$ cat src/rtl/core/grb_pkg.sv
// Shared types and constants for the group reverse buffer.
package grb_pkg;

    localparam int unsigned VALUE_W   = 32;
    localparam int unsigned GSIZE_W   = 5;
    localparam logic [GSIZE_W-1:0] GSIZE_RESET = 5'd1;

    typedef enum logic [1:0] {
        ST_IDLE,
        ST_READ,
        ST_SHOW
    } grb_state_t;

    typedef struct packed {
        logic load;
        logic rd;
        logic adv;
    } grb_cmd_t;

    typedef struct packed {
        logic emit;
        logic done;
    } grb_status_t;

endpackage

$ cat src/rtl/core/grb_if.sv
// Request channels of the group reverse buffer: input, output and configuration.
interface grb_in_if;
    logic                                valid;
    logic                                ready;
    logic signed [grb_pkg::VALUE_W-1:0]  value_in;
    logic                                seq_end;

    modport source (output valid, output value_in, output seq_end, input ready);
    modport sink   (input valid, input value_in, input seq_end, output ready);
endinterface

interface grb_out_if;
    logic                                valid;
    logic                                ready;
    logic signed [grb_pkg::VALUE_W-1:0]  value_out;
    logic                                out_last;

    modport source (output valid, output value_out, output out_last, input ready);
    modport sink   (input valid, input value_out, input out_last, output ready);
endinterface

interface grb_cfg_if;
    logic                                valid;
    logic                                ready;
    logic [grb_pkg::GSIZE_W-1:0]         group_size;

    modport source (output valid, output group_size, input ready);
    modport sink   (input valid, input group_size, output ready);
endinterface

$ cat src/rtl/core/group_reverse_buffer_core.sv
// Top level of the group reverse buffer.
// Values held until group_size of them (capped at MAX_GROUP) are present, then emitted newest
// first; at seq_end a partial group leaves in arrival order with out_last on its final value,
// and group_size 0 flushes any held values then passes the new one. An input that closes a
// group of n values, or a sequence, blocks the input side while the group drains: each result
// passes through a registered read of the group store and is then presented, and any output
// stall holds the drain.
// Configuration writes are always taken and should arrive only while idle.
module group_reverse_buffer_core
#(
    parameter int unsigned MAX_GROUP = 16
)
(
    input  logic      clk,
    input  logic      rst_n,
    grb_in_if.sink    src,
    grb_out_if.source dst,
    grb_cfg_if.sink   cfg
);

    grb_pkg::grb_cmd_t    cmd;
    grb_pkg::grb_status_t status;

    assign cfg.ready = 1'b1;

    grb_ctrl u_ctrl
    (
        .clk       (clk),
        .rst_n     (rst_n),
        .in_valid  (src.valid),
        .in_ready  (src.ready),
        .out_valid (dst.valid),
        .out_ready (dst.ready),
        .status    (status),
        .cmd       (cmd)
    );

    grb_datapath #(
        .MAX_GROUP (MAX_GROUP)
    ) u_datapath
    (
        .clk       (clk),
        .rst_n     (rst_n),
        .cfg_valid (cfg.valid),
        .cfg_data  (cfg.group_size),
        .value_in  (src.value_in),
        .seq_end   (src.seq_end),
        .cmd       (cmd),
        .status    (status),
        .value_out (dst.value_out),
        .out_last  (dst.out_last)
    );

`ifndef SYNTH
    a_no_input_while_showing: assert property (
        @(posedge clk) disable iff (!rst_n)
        dst.valid |-> !src.ready
    ) else $error("input ready while a result is shown");

    a_accept_then_no_result: assert property (
        @(posedge clk) disable iff (!rst_n)
        (src.valid && src.ready) |=> !dst.valid
    ) else $error("result shown the cycle after an accepted request");

    a_last_returns_idle: assert property (
        @(posedge clk) disable iff (!rst_n)
        (dst.valid && dst.ready && dst.out_last) |=> src.ready
    ) else $error("input not ready after the final result of a sequence");
`endif

endmodule

$ cat src/rtl/core/grb_ctrl.sv
// Sequencing state machine of the group reverse buffer.
module grb_ctrl
(
    input  logic                 clk,
    input  logic                 rst_n,
    input  logic                 in_valid,
    output logic                 in_ready,
    output logic                 out_valid,
    input  logic                 out_ready,
    input  grb_pkg::grb_status_t status,
    output grb_pkg::grb_cmd_t    cmd
);

    grb_pkg::grb_state_t state_reg;
    grb_pkg::grb_state_t state_next;

    always_ff @(posedge clk or negedge rst_n)
    begin
        if (!rst_n)
        begin
            state_reg <= grb_pkg::ST_IDLE;
        end
        else
        begin
            state_reg <= state_next;
        end
    end

    always_comb
    begin
        state_next = state_reg;
        cmd        = '0;
        in_ready   = 1'b0;
        out_valid  = 1'b0;
        unique case (state_reg)
            grb_pkg::ST_IDLE:
            begin
                in_ready = 1'b1;
                if (in_valid)
                begin
                    cmd.load = 1'b1;
                    if (status.emit)
                    begin
                        state_next = grb_pkg::ST_READ;
                    end
                end
            end
            grb_pkg::ST_READ:
            begin
                cmd.rd     = 1'b1;
                state_next = grb_pkg::ST_SHOW;
            end
            grb_pkg::ST_SHOW:
            begin
                out_valid = 1'b1;
                if (out_ready)
                begin
                    if (status.done)
                    begin
                        state_next = grb_pkg::ST_IDLE;
                    end
                    else
                    begin
                        cmd.adv    = 1'b1;
                        state_next = grb_pkg::ST_READ;
                    end
                end
            end
            default:
            begin
                state_next = grb_pkg::ST_IDLE;
            end
        endcase
    end

endmodule

$ cat src/rtl/core/grb_datapath.sv
// Group store, fill count, read pointer and output register of the group reverse buffer.
module grb_datapath
#(
    parameter int unsigned MAX_GROUP = 16
)
(
    input  logic                                clk,
    input  logic                                rst_n,
    input  logic                                cfg_valid,
    input  logic [grb_pkg::GSIZE_W-1:0]         cfg_data,
    input  logic signed [grb_pkg::VALUE_W-1:0]  value_in,
    input  logic                                seq_end,
    input  grb_pkg::grb_cmd_t                   cmd,
    output grb_pkg::grb_status_t                status,
    output logic signed [grb_pkg::VALUE_W-1:0]  value_out,
    output logic                                out_last
);

    localparam int unsigned AW = (MAX_GROUP > 1) ? $clog2(MAX_GROUP) : 1;
    localparam int unsigned CW = $clog2(MAX_GROUP + 1);
    localparam int unsigned EW = (CW > grb_pkg::GSIZE_W) ? CW : grb_pkg::GSIZE_W;

    logic signed [grb_pkg::VALUE_W-1:0] store_reg [MAX_GROUP];

    logic [grb_pkg::GSIZE_W-1:0] gsize_reg;
    logic [AW-1:0]               fill_reg;
    logic [AW-1:0]               fill_next;
    logic [AW-1:0]               ptr_reg;
    logic [AW-1:0]               ptr_next;
    logic [AW-1:0]               rem_reg;
    logic [AW-1:0]               rem_next;
    logic                        rev_reg;
    logic                        rev_next;
    logic                        end_reg;
    logic                        end_next;
    logic signed [grb_pkg::VALUE_W-1:0] data_reg;
    logic                        last_reg;

    logic [EW-1:0] gsize_ext;
    logic [EW-1:0] eff;
    logic [EW-1:0] count_ext;
    logic          full;
    logic          fwd;

    always_comb
    begin
        gsize_ext = EW'(gsize_reg);
        eff       = (gsize_ext > EW'(MAX_GROUP)) ? EW'(MAX_GROUP) : gsize_ext;
        count_ext = EW'(fill_reg) + EW'(1);
        full      = (eff != '0) && (count_ext >= eff);
        fwd       = (eff == '0) || seq_end;
    end

    assign status.emit = full || fwd;
    assign status.done = (rem_reg == '0);

    always_comb
    begin
        fill_next = fill_reg;
        ptr_next  = ptr_reg;
        rem_next  = rem_reg;
        rev_next  = rev_reg;
        end_next  = end_reg;
        if (cmd.load)
        begin
            if (full || fwd)
            begin
                ptr_next  = full ? fill_reg : '0;
                rem_next  = fill_reg;
                rev_next  = full;
                end_next  = seq_end;
                fill_next = '0;
            end
            else
            begin
                fill_next = fill_reg + AW'(1);
            end
        end
        else if (cmd.adv)
        begin
            ptr_next = rev_reg ? (ptr_reg - AW'(1)) : (ptr_reg + AW'(1));
            rem_next = rem_reg - AW'(1);
        end
    end

    always_ff @(posedge clk or negedge rst_n)
    begin
        if (!rst_n)
        begin
            gsize_reg <= grb_pkg::GSIZE_RESET;
            fill_reg  <= '0;
            ptr_reg   <= '0;
            rem_reg   <= '0;
            rev_reg   <= 1'b0;
            end_reg   <= 1'b0;
        end
        else
        begin
            if (cfg_valid)
            begin
                gsize_reg <= cfg_data;
            end
            fill_reg <= fill_next;
            ptr_reg  <= ptr_next;
            rem_reg  <= rem_next;
            rev_reg  <= rev_next;
            end_reg  <= end_next;
        end
    end

    always_ff @(posedge clk)
    begin
        if (cmd.load)
        begin
            store_reg[fill_reg] <= value_in;
        end
        if (cmd.rd)
        begin
            data_reg <= store_reg[ptr_reg];
            last_reg <= end_reg && (rem_reg == '0);
        end
    end

    assign value_out = data_reg;
    assign out_last  = last_reg;

endmodule

$ cat src/flat_wrapper.sv
// flat-port wrapper written by rule: the top's interface ports become plain ports
module group_reverse_buffer_core_flat 
#(
    parameter int unsigned MAX_GROUP = 16
)
  (clk, rst_n, src_valid, src_value_in, src_seq_end, src_ready, dst_valid, dst_value_out, dst_out_last, dst_ready, cfg_valid, cfg_group_size, cfg_ready);
  grb_in_if src_i ();
  grb_out_if dst_i ();
  grb_cfg_if cfg_i ();
  input  logic clk;
  input  logic rst_n;
  input wire logic [$bits(src_i.valid)-1:0] src_valid;
  input wire logic [$bits(src_i.value_in)-1:0] src_value_in;
  input wire logic [$bits(src_i.seq_end)-1:0] src_seq_end;
  output wire logic [$bits(src_i.ready)-1:0] src_ready;
  output wire logic [$bits(dst_i.valid)-1:0] dst_valid;
  output wire logic [$bits(dst_i.value_out)-1:0] dst_value_out;
  output wire logic [$bits(dst_i.out_last)-1:0] dst_out_last;
  input wire logic [$bits(dst_i.ready)-1:0] dst_ready;
  input wire logic [$bits(cfg_i.valid)-1:0] cfg_valid;
  input wire logic [$bits(cfg_i.group_size)-1:0] cfg_group_size;
  output wire logic [$bits(cfg_i.ready)-1:0] cfg_ready;
  assign src_i.valid = src_valid;
  assign src_i.value_in = src_value_in;
  assign src_i.seq_end = src_seq_end;
  assign src_ready = src_i.ready;
  assign dst_valid = dst_i.valid;
  assign dst_value_out = dst_i.value_out;
  assign dst_out_last = dst_i.out_last;
  assign dst_i.ready = dst_ready;
  assign cfg_i.valid = cfg_valid;
  assign cfg_i.group_size = cfg_group_size;
  assign cfg_ready = cfg_i.ready;
  group_reverse_buffer_core #(.MAX_GROUP(MAX_GROUP)) u_core (.clk(clk), .rst_n(rst_n), .src(src_i), .dst(dst_i), .cfg(cfg_i));
endmodule
$ cat config.mk
export PLATFORM = sky130hd
export DESIGN_NAME = group_reverse_buffer_core_flat
export DESIGN_NICKNAME = d
export VERILOG_FILES = /design/src/rtl/core/grb_pkg.sv /design/src/rtl/core/grb_if.sv /design/src/rtl/core/group_reverse_buffer_core.sv /design/src/rtl/core/grb_ctrl.sv /design/src/rtl/core/grb_datapath.sv /design/src/flat_wrapper.sv
export SDC_FILE = /design/constraint.sdc
export NUM_CORES = 1
export LEC_CHECK = 0
export BUFFER_PORTS_ARGS = -buffer_cell sky130_fd_sc_hd__buf_2
export CAP_MARGIN = 25
export CORE_ASPECT_RATIO = 0.75
export CORE_MARGIN = 4
export CORE_UTILIZATION = 50
export CTS_CLUSTER_DIAMETER = 100
export DETAILED_ROUTE_END_ITERATION = 6
export MAX_ROUTING_LAYER = met4
export PLACE_DENSITY = 0.78
export REMOVE_ABC_BUFFERS = 1
export SYNTH_ARGS = -nofsm -noshare
export SYNTH_HDL_FRONTEND = slang
export SYNTH_SLANG_ARGS = --single-unit
$ cat constraint.sdc
create_clock -name clk -period 4.5 [get_ports clk]
set_input_delay 0.45 -clock clk [delete_from_list [all_inputs] [get_ports clk]]
set_output_delay 0.45 -clock clk [all_outputs]
set_load 0.02 [all_outputs]
==> results of run 1 <==
[stage by stage]
stage / cells / total power [mW]
finish: 1630 / 13.8
global route: 1630 / 14.4
CTS: 1628 / 13.9
detailed placement: 1535 / 9.79
global placement: 1523 / 9.69
floorplan: 860 / 9.04
[final cells by class]
class	instances	area, um2
repair buffers	109	901
clock inverters	26	200
flip-flops and latches	566	16900
clock buffers	66	1380
well taps	569	712
multi-input cells	283	4550
inverters	11	41.3
fillers	2914	17700
[synth_stat cells (2+ instances only)]
master      n  share of area (%)
edfxtp_1  545                 76
mux4_2    160                 17
dfrtp_1    20                2.3
nor2_1     20               0.35
clkbuf_1   18               0.31
nand2_1    17               0.30
ha_1       12               0.69
inv_1      10               0.17
buf_6       9               0.47
buf_1       8               0.14
buf_2       7               0.16
nor3_1      7               0.16
o21ai_0     6               0.14
a21o_1      4               0.14
a21oi_1     4              0.093
mux2_2      4               0.21
nand2b_1    4               0.12
nand3_1     4              0.093
nor2b_1     4               0.12
a221o_1     3               0.14
mux2_1      3               0.16
o22ai_1     3              0.087
xnor2_1     3               0.12
a211oi_1    2              0.069
a31oi_1     2              0.058
a32o_1      2              0.093
and3_1      2              0.058
xor2_1      2              0.081
[routing by layer]
metal	vias up	GRT usage [%]
li1	4091	-
met1	5298	28.1
met2	396	32.2
met3	63	3.36
met4	0	4.47
met5	-	-
[cells by family after synthesis]
logic type | count (synthesis) | share of synthesized area [%]
flip-flops | 566 | 78.2
multiplexers | 168 | 17.1
AND/OR/NAND/NOR | 62 | 1.32
buffers and inverters | 54 | 1.31
AO/OA/AOI/OAI | 34 | 1.12
adder cells (fa/ha/maj) | 13 | 0.787
XOR/XNOR | 5 | 0.203
other | 1 | 0.0174
[where the power goes]
| part | internal, mW | total (mW) | switching [mW] |
|---|---|---|---|
| clock network | 2.32 | 4.15 | 1.83 |
| registers | 6.28 | 6.59 | 0.318 |
| logic | 1.54 | 3.10 | 1.56 |
[final timing paths]
check                                                from                        endpoint  cells past startpoint
setup / recovery            u_core.u_datapath.fill_reg[0]    u_core.u_datapath.ptr_reg[3]                      9
min in group asynchronous                           rst_n  u_core.u_datapath.gsize_ext[2]                      2
hold / removal                          cfg_group_size[4]  u_core.u_datapath.gsize_ext[4]                      3
hold reg to reg            u_core.u_datapath.gsize_ext[1]  u_core.u_datapath.gsize_ext[1]                      1
max in group asynchronous                           rst_n    u_core.u_datapath.ptr_reg[0]                      2
setup reg to reg            u_core.u_datapath.fill_reg[0]    u_core.u_datapath.ptr_reg[3]                      9
[layout by cell type, fill, tap and decap left out, types with 6 or more instances in the layout]
master,n
clkinv_2,9
buf_2,77
ha_1,12
buf_4,14
dfrtp_1,16
edfxtp_1,545
buf_12,9
nand2_1,17
mux4_2,160
inv_1,10
clkbuf_16,53
clkinv_1,11
buf_16,8
nor2_1,8
nor2_4,12
o21ai_0,6
clkbuf_1,13
[what timing repair did]
item | in CTS | in global routing
hold buffers | 1 | 0
endpoints found under the hold margin | 20 | 0
gates resized for setup | 0 | 0
[worst max-delay path, delay by kind of cell (launching register included)]
| kind | cells | cell delay (ps) |
|---|---|---|
| AO/OA/AOI/OAI | 4 | 940 |
| flip-flops | 1 | 470 |
| AND/OR/NAND/NOR | 1 | 210 |
| adder cells (fa/ha/maj) | 2 | 650 |
| buffers and inverters | 1 | 120 |
| multiplexers | 1 | 340 |
==> impl_results.md, run 1 <==
* Critical path's largest stage delay at ~470 ps
* Die Area at roughly 47000 um2
* Syn avg cell area at ~24 um2
* Met3 wire len at around 2.6 mm
* Sequential area share after synthesis at roughly 78%
* Nets at ~1100
* Placement Setup Slack at between 1500 and 2000 ps
* Final Cell Area at roughly 25000 um2
* Final Util at between 50% and 60%
* Worst rel slew slack at between 40% and 50%
* F_max at ~350 MHz
* Crit-path cells: ha_1, and3_1, ha_1, a211oi_1, o21ai_2, a31o_2, a21oi_2, inv_2, mux2_1
* DR top layer: met4
* Most used cell along the critical path: ha_1
* Element type at the critical path end: flip-flop
* Data arrival, critical path at 3290 ps
* Cts bufs inserted at between 50 and 60
* Antenna cell count at 0
* Hold WC Path Type: in -> reg
* Share of layout cells above drive strength 1 at ~34%
* Global route total overflow at 0
* RSZ-0062 raised after global routing: no
* Worst skew pair latency at 570 ps
* Root Driver: clkbuf_16
* Core Box Area at 42400 um2
* DR DRC count at 0
* Vias in the first global route at roughly 10000
* Reg-to-reg setup timing slack at 1650 ps
* Initial antenna violation count at 0
* Slowest cell on crit path: dfrtp_1
* Pin count of the biggest net entering global routing at 74
* WL met2 at roughly 23 mm
* Fin crit share at a little under two thirds
* Pwr dens at 561 nW/um2
* First-pass GRT wire length at between 60 and 70 mm
* Max Buffers Root-to-Sink at 3
* Chip width at ~250 um
* Routability Congestion at around 0.78
* Top-Level Pins at about 80
* Max FFs per register at ~510
* Post-synth EDFFs at around 550
* #FFs+latches synth at ~570
* Input/output buffers at slightly below 80
* Hold slack at between 100 and 150 ps
* Peak supply drop at roughly 350 uV
* Reg clk slew, reported paths at 70 ps
* H-tree depth at 2
* Setup TNS at 0 ps
* Placed cell area at around 23000 um2
* Vias after detailed routing at about 9800
* LEAKAGE at 7.83 nW
* Synth Cell Area at between 20000 and 25000 um2
* Setup CP Type: reg -> reg
* Syn Inst Count at between 900 and 1000
* Number of setup violations in the final report at 0
* Main synth FF type: edfxtp_1
* Iteration-0 DRC Markers at between 900 and 1000
* Worst clock skew at between 10 and 15 ps
* Final hold vios at 0
* 1st-pass router iterations at 6
* Routed WL at around 45 mm
* Library cells used by synthesis at 46
* Result of the run: completed
* Height of the die at 188 um
* Effective utilization at floorplan at roughly 51%
* Crit path time final at between 2000 and 3000 ps
* Routed len/inst at 27.4 um
* Row count at between 60 and 70
* Final ANT Viol Nets at 0
* Final Max Tran Viols at 0
* Worst-path maximum fanout at 8
* Post-Route M1 WL at between 15 and 20 mm
* Max-cap violations at 0
* Post-CTS Setup Inserts at 0
* Async SR Flop Fraction at under 10%
* Required @ worst endpoint at ~4900 ps
* Slew @ Worst Pin at between 700 and 800 ps
* Total track usage at 20.2%
* TritonCTS clock tree: built
* Final HPWL DP at between 20 and 30 mm
* Synth warn at 0
* Setup ws final at 1650 ps
* Vias per cell at slightly above 6
* Crit start category: flip-flop
* Num Clock Sinks at 566
* Area Overhead vs Synth at 14.2%
No activity file was read; power rests on OpenSTA's default activity.
==> run 2, diff against run 1 <==
--- a/config.mk
+++ b/config.mk
@@ -5,6 +5,7 @@
 export SDC_FILE = /design/constraint.sdc
 export NUM_CORES = 1
 export LEC_CHECK = 0
+export ABC_AREA = 1
 export BUFFER_PORTS_ARGS = -buffer_cell sky130_fd_sc_hd__buf_2
 export CAP_MARGIN = 25
 export CORE_ASPECT_RATIO = 0.75
@@ -13,7 +14,7 @@
 export CTS_CLUSTER_DIAMETER = 100
 export DETAILED_ROUTE_END_ITERATION = 6
 export MAX_ROUTING_LAYER = met4
-export PLACE_DENSITY = 0.78
+export PLACE_DENSITY = 0.77
 export REMOVE_ABC_BUFFERS = 1
 export SYNTH_ARGS = -nofsm -noshare
 export SYNTH_HDL_FRONTEND = slang
==> constraint.sdc (replaced) <==
create_clock -name clk -period 2.8 [get_ports clk]
set_input_delay 0.28 -clock clk [delete_from_list [all_inputs] [get_ports clk]]
set_output_delay 0.28 -clock clk [all_outputs]
set_load 0.02 [all_outputs]
==> impl_results.md, run 2 <==
* Synth top area share at between 70 and 80%
* Area Overhead vs Synth at 12.9%
* Simple-gate share of the synthesized area at 9.95%
* Synth top cells by count: edfxtp_1, nor2_1, o21ai_0, o211ai_1, nand2_1
* Die Area at 48800 um2
* Area contributors post-synth: edfxtp_1, nor2_1, o211ai_1
* Setup CP Type: reg -> reg
* Routed len/inst at approximately 21 um
* Routed WL at a little over 50 mm
* Slew @ Worst Pin at slightly above 800 ps
* Reg-to-reg setup timing slack at between 500 and 600 ps
* Synth Cell Area at 22600 um2
* Pin count of the biggest net entering global routing at 151
* Power share of the combinational group at roughly 30%
* Max FFs per register at about 510
* Critical path's top delay family: simple AND/OR/NAND/NOR gates
* #FFs+latches synth at between 500 and 600
* Input/output buffers at 77
* XOR/XNOR Fraction of Synth Area at less than 1%
* Routability Congestion at approximately 0.82
* Share of layout cells above drive strength 1 at 12.2%
* Sequential cell area at about 17000 um2
* Reg clk slew, reported paths at roughly 60 ps
* Peak supply drop at a little over 600 uV
* Most frequent cells in the layout: edfxtp_1, nor2_1, o21ai_0
* Sw Share at between 30% and 40%
* Top-Level Pins at 79
* Final Max Tran Viols at 0
* Most numerous cell in the Yosys netlist: edfxtp_1
* Compound-cell area share of the yosys netlist at a little over a tenth
* Chip width at about 250 um
* TritonCTS clock tree: built
* Reg2Reg Depth at 14
* Num Clock Sinks at about 570
* Main synth FF type: edfxtp_1
* Max Buffers Root-to-Sink at 3
* Most used cell along the critical path: nand2_1
* Setup ws final at around 500 ps
* Vias after detailed routing at approximately 14000
* Fill count at approximately 3400
* Initial antenna violation count at 3
* Post-CTS Setup Inserts at 0
* P_sw at about 8.2 mW
* Share of power burned in registers at ~43%
* Root Driver: clkbuf_16
* Synth warn at 0
* Core Box Area at ~45000 um2
* Hold Path Sink: u_core.u_datapath.gsize_ext[2]
* LEAKAGE at 8.50 nW
* Effective utilization at floorplan at between 50 and 60%
* Cell taking the most area after synthesis: edfxtp_1
* Total track usage at about 21%
* 1st-pass router iterations at 7
* Multiplexer share of the synthesized area at less than 1%
* Worst path buffer plus inverter count at 2
* Int Power at between 15 and 20 mW
* Post-Synth Adder-Cell Area at less than 1%
* Number of setup violations in the final report at 0
* Result of the run: completed
* Multi-input logic area at ~5000 um2
* Clock Power Share at ~27%
* Post-synth EDFFs at 545
* Setup TNS at 0 ps
* Final hold vios at 0
* RSZ-0062 raised after global routing: no
* DR DRC count at 0
* Library cells used by synthesis at 30
* Worst clock skew at between 10 and 15 ps
* Placement Setup Slack at roughly 540 ps
* First-pass GRT wire length at roughly 78 mm
* Syn avg cell area at between 10 and 15 um2
* H-tree depth at 2
* Iteration-0 DRC Markers at about 1700
* Crit path time final at roughly 2300 ps
* Async SR Flop Fraction at 3.71%
* Crit-path cells: ha_1, inv_1, nor2_1, ha_1, nand2_1, inv_1, nand2_1, nand2_1, nor2_1, nand2_1, nand2_1, nand2_1, nand2_1, nand2_1
* Crit Reg-Reg Endpoint: u_core.u_datapath.rem_reg[2]
* Worst-path maximum fanout at 9
* F_max at about 440 MHz
* Vias in the first global route at 13800
* Layout Cells excl Fill at around 2400
* Fin crit share at approximately four fifths
* Nets at ~1900
* Syn Inst Count at roughly 1700
* Global route total overflow at 0
* Final HPWL DP at 26.3 mm
* Worst rel slew slack at between 40% and 50%
* Critical path's largest stage delay at between 400 and 500 ps
* Slowest cell on crit path: dfrtp_1
* Reg2Reg Launch Point: u_core.u_datapath.fill_reg[0]
* Max-cap violations at 0
* Sequential area share after synthesis at 74.6%
* Worst skew pair latency at approximately 570 ps
* Dpl cells at approximately 2300
* Required @ worst endpoint at 3260 ps
* Hold_sp: cfg_valid
* Crit start category: flip-flop
* Largest family of logic cells by synthesized area: compound AO/OA/AOI/OAI gates
* Height of the die at 192 um
* Vias per cell at 5.86
* Cts bufs inserted at slightly above 50
* Commonest non-fill, non-tap cell in the layout: edfxtp_1
* Row count at between 60 and 70
* Hold WC Path Type: in -> reg
* Worst Hold Path Cells at 2
* Final ANT Viol Nets at 0
* Element type at the critical path end: flip-flop
* Pwr dens at approximately 950 nW/um2
* Data arrival, critical path at approximately 2800 ps
-- run 2: cell count changes after synthesis, moves of 6 or more --
cell | before | now
nor2_1 | 20 | 357
nand2_1 | 17 | 93
buf_2 | 7 | 27
mux4_2 | 160 | 0
clkbuf_1 | 18 | 58
o21ai_0 | 6 | 190
inv_1 | 10 | 50
buf_4 | 1 | 7
o211ai_1 | 0 | 128
nor2_2 | 0 | 17
o21ai_1 | 1 | 78
nand3_1 | 4 | 86
a21oi_1 | 4 | 24
-- run 2: repair_timing --
item / in CTS / in global routing
hold endpoints to repair: 28 / 0
resized for setup: 0 / 0
hold buffers: 12 / 0
-- run 2: worst max path at each step --
stage	startpoint	endpoint	cells past startpoint	slack, ps
finish	u_core.u_datapath.fill_reg[0]	u_core.u_datapath.rem_reg[2]	14	510
detailed placement	u_core.u_datapath.fill_reg[0]	u_core.u_datapath.ptr_reg[2]	14	540
global placement	u_core.u_datapath.fill_reg[0]	u_core.u_datapath.ptr_reg[0]	14	610
floorplan	u_core.u_datapath.ptr_reg[0]	u_core.u_datapath.ptr_reg[1]	6	-3730
global route	u_core.u_datapath.fill_reg[0]	u_core.u_datapath.ptr_reg[2]	14	350
CTS	u_core.u_datapath.fill_reg[0]	u_core.u_datapath.rem_reg[2]	14	520
-- run 2: through the flow --
step | hold WS, ps | utilization (%) | area [um2] | total power, mW
final | 44.6 | 57.2 | 25600 | 24.3
after global routing | 43.6 | 57.2 | 25600 | 25.6
after CTS | 25.5 | 57.2 | 25600 | 24.4
after detailed placement | 266 | 53.5 | 23900 | 17.8
after global placement | 256 | 53.5 | 23900 | 17.5
after floorplan | -15.6 | - | 22000 | 15.0
-- run 2: per-layer routing --
layer / share of wire, % / track usage (%) / vias to the layer above / wire [um]
li1: - / - / 6463 / -
met4: 1.6 / 5.71 / 0 / 847
met2: 50 / 35.3 / 628 / 25800
met1: 40 / 28.5 / 7071 / 21000
met5: 0 / - / - / 0
met3: 8.3 / 3.33 / 79 / 4300
-- run 2: cell families (layout without fill, tap and decap cells) --
family / count (synthesis) / after routing
flops: 566 / 566
compound gates: 422 / 422
xor+xnor: 3 / 3
fa+ha+maj: 13 / 13
mux: 3 / 3
simple gates: 558 / 558
buf+inv: 163 / 273
other cells: 1 / 6
-- run 2: power groups by stage --
stage | clock [mW] | combinational (mW) | sequential (mW)
detailed placement | 0 | 7.07 | 10.7
floorplan | 0 | 3.70 | 11.3
finish | 6.60 | 7.13 | 10.5
global route | 7.06 | 7.93 | 10.6
CTS | 6.69 | 7.15 | 10.5
global placement | 0 | 6.82 | 10.7
-- run 2: final cells by class --
class / instances / area share, %
inverters: 52 / 0.793
repair buffers: 131 / 4.43
diodes: 5 / 0.0489
well taps: 586 / 2.87
multi-input cells: 1000 / 19.7
clock buffers: 71 / 5.37
clock inverters: 19 / 0.685
flip-flops and latches: 566 / 66.1
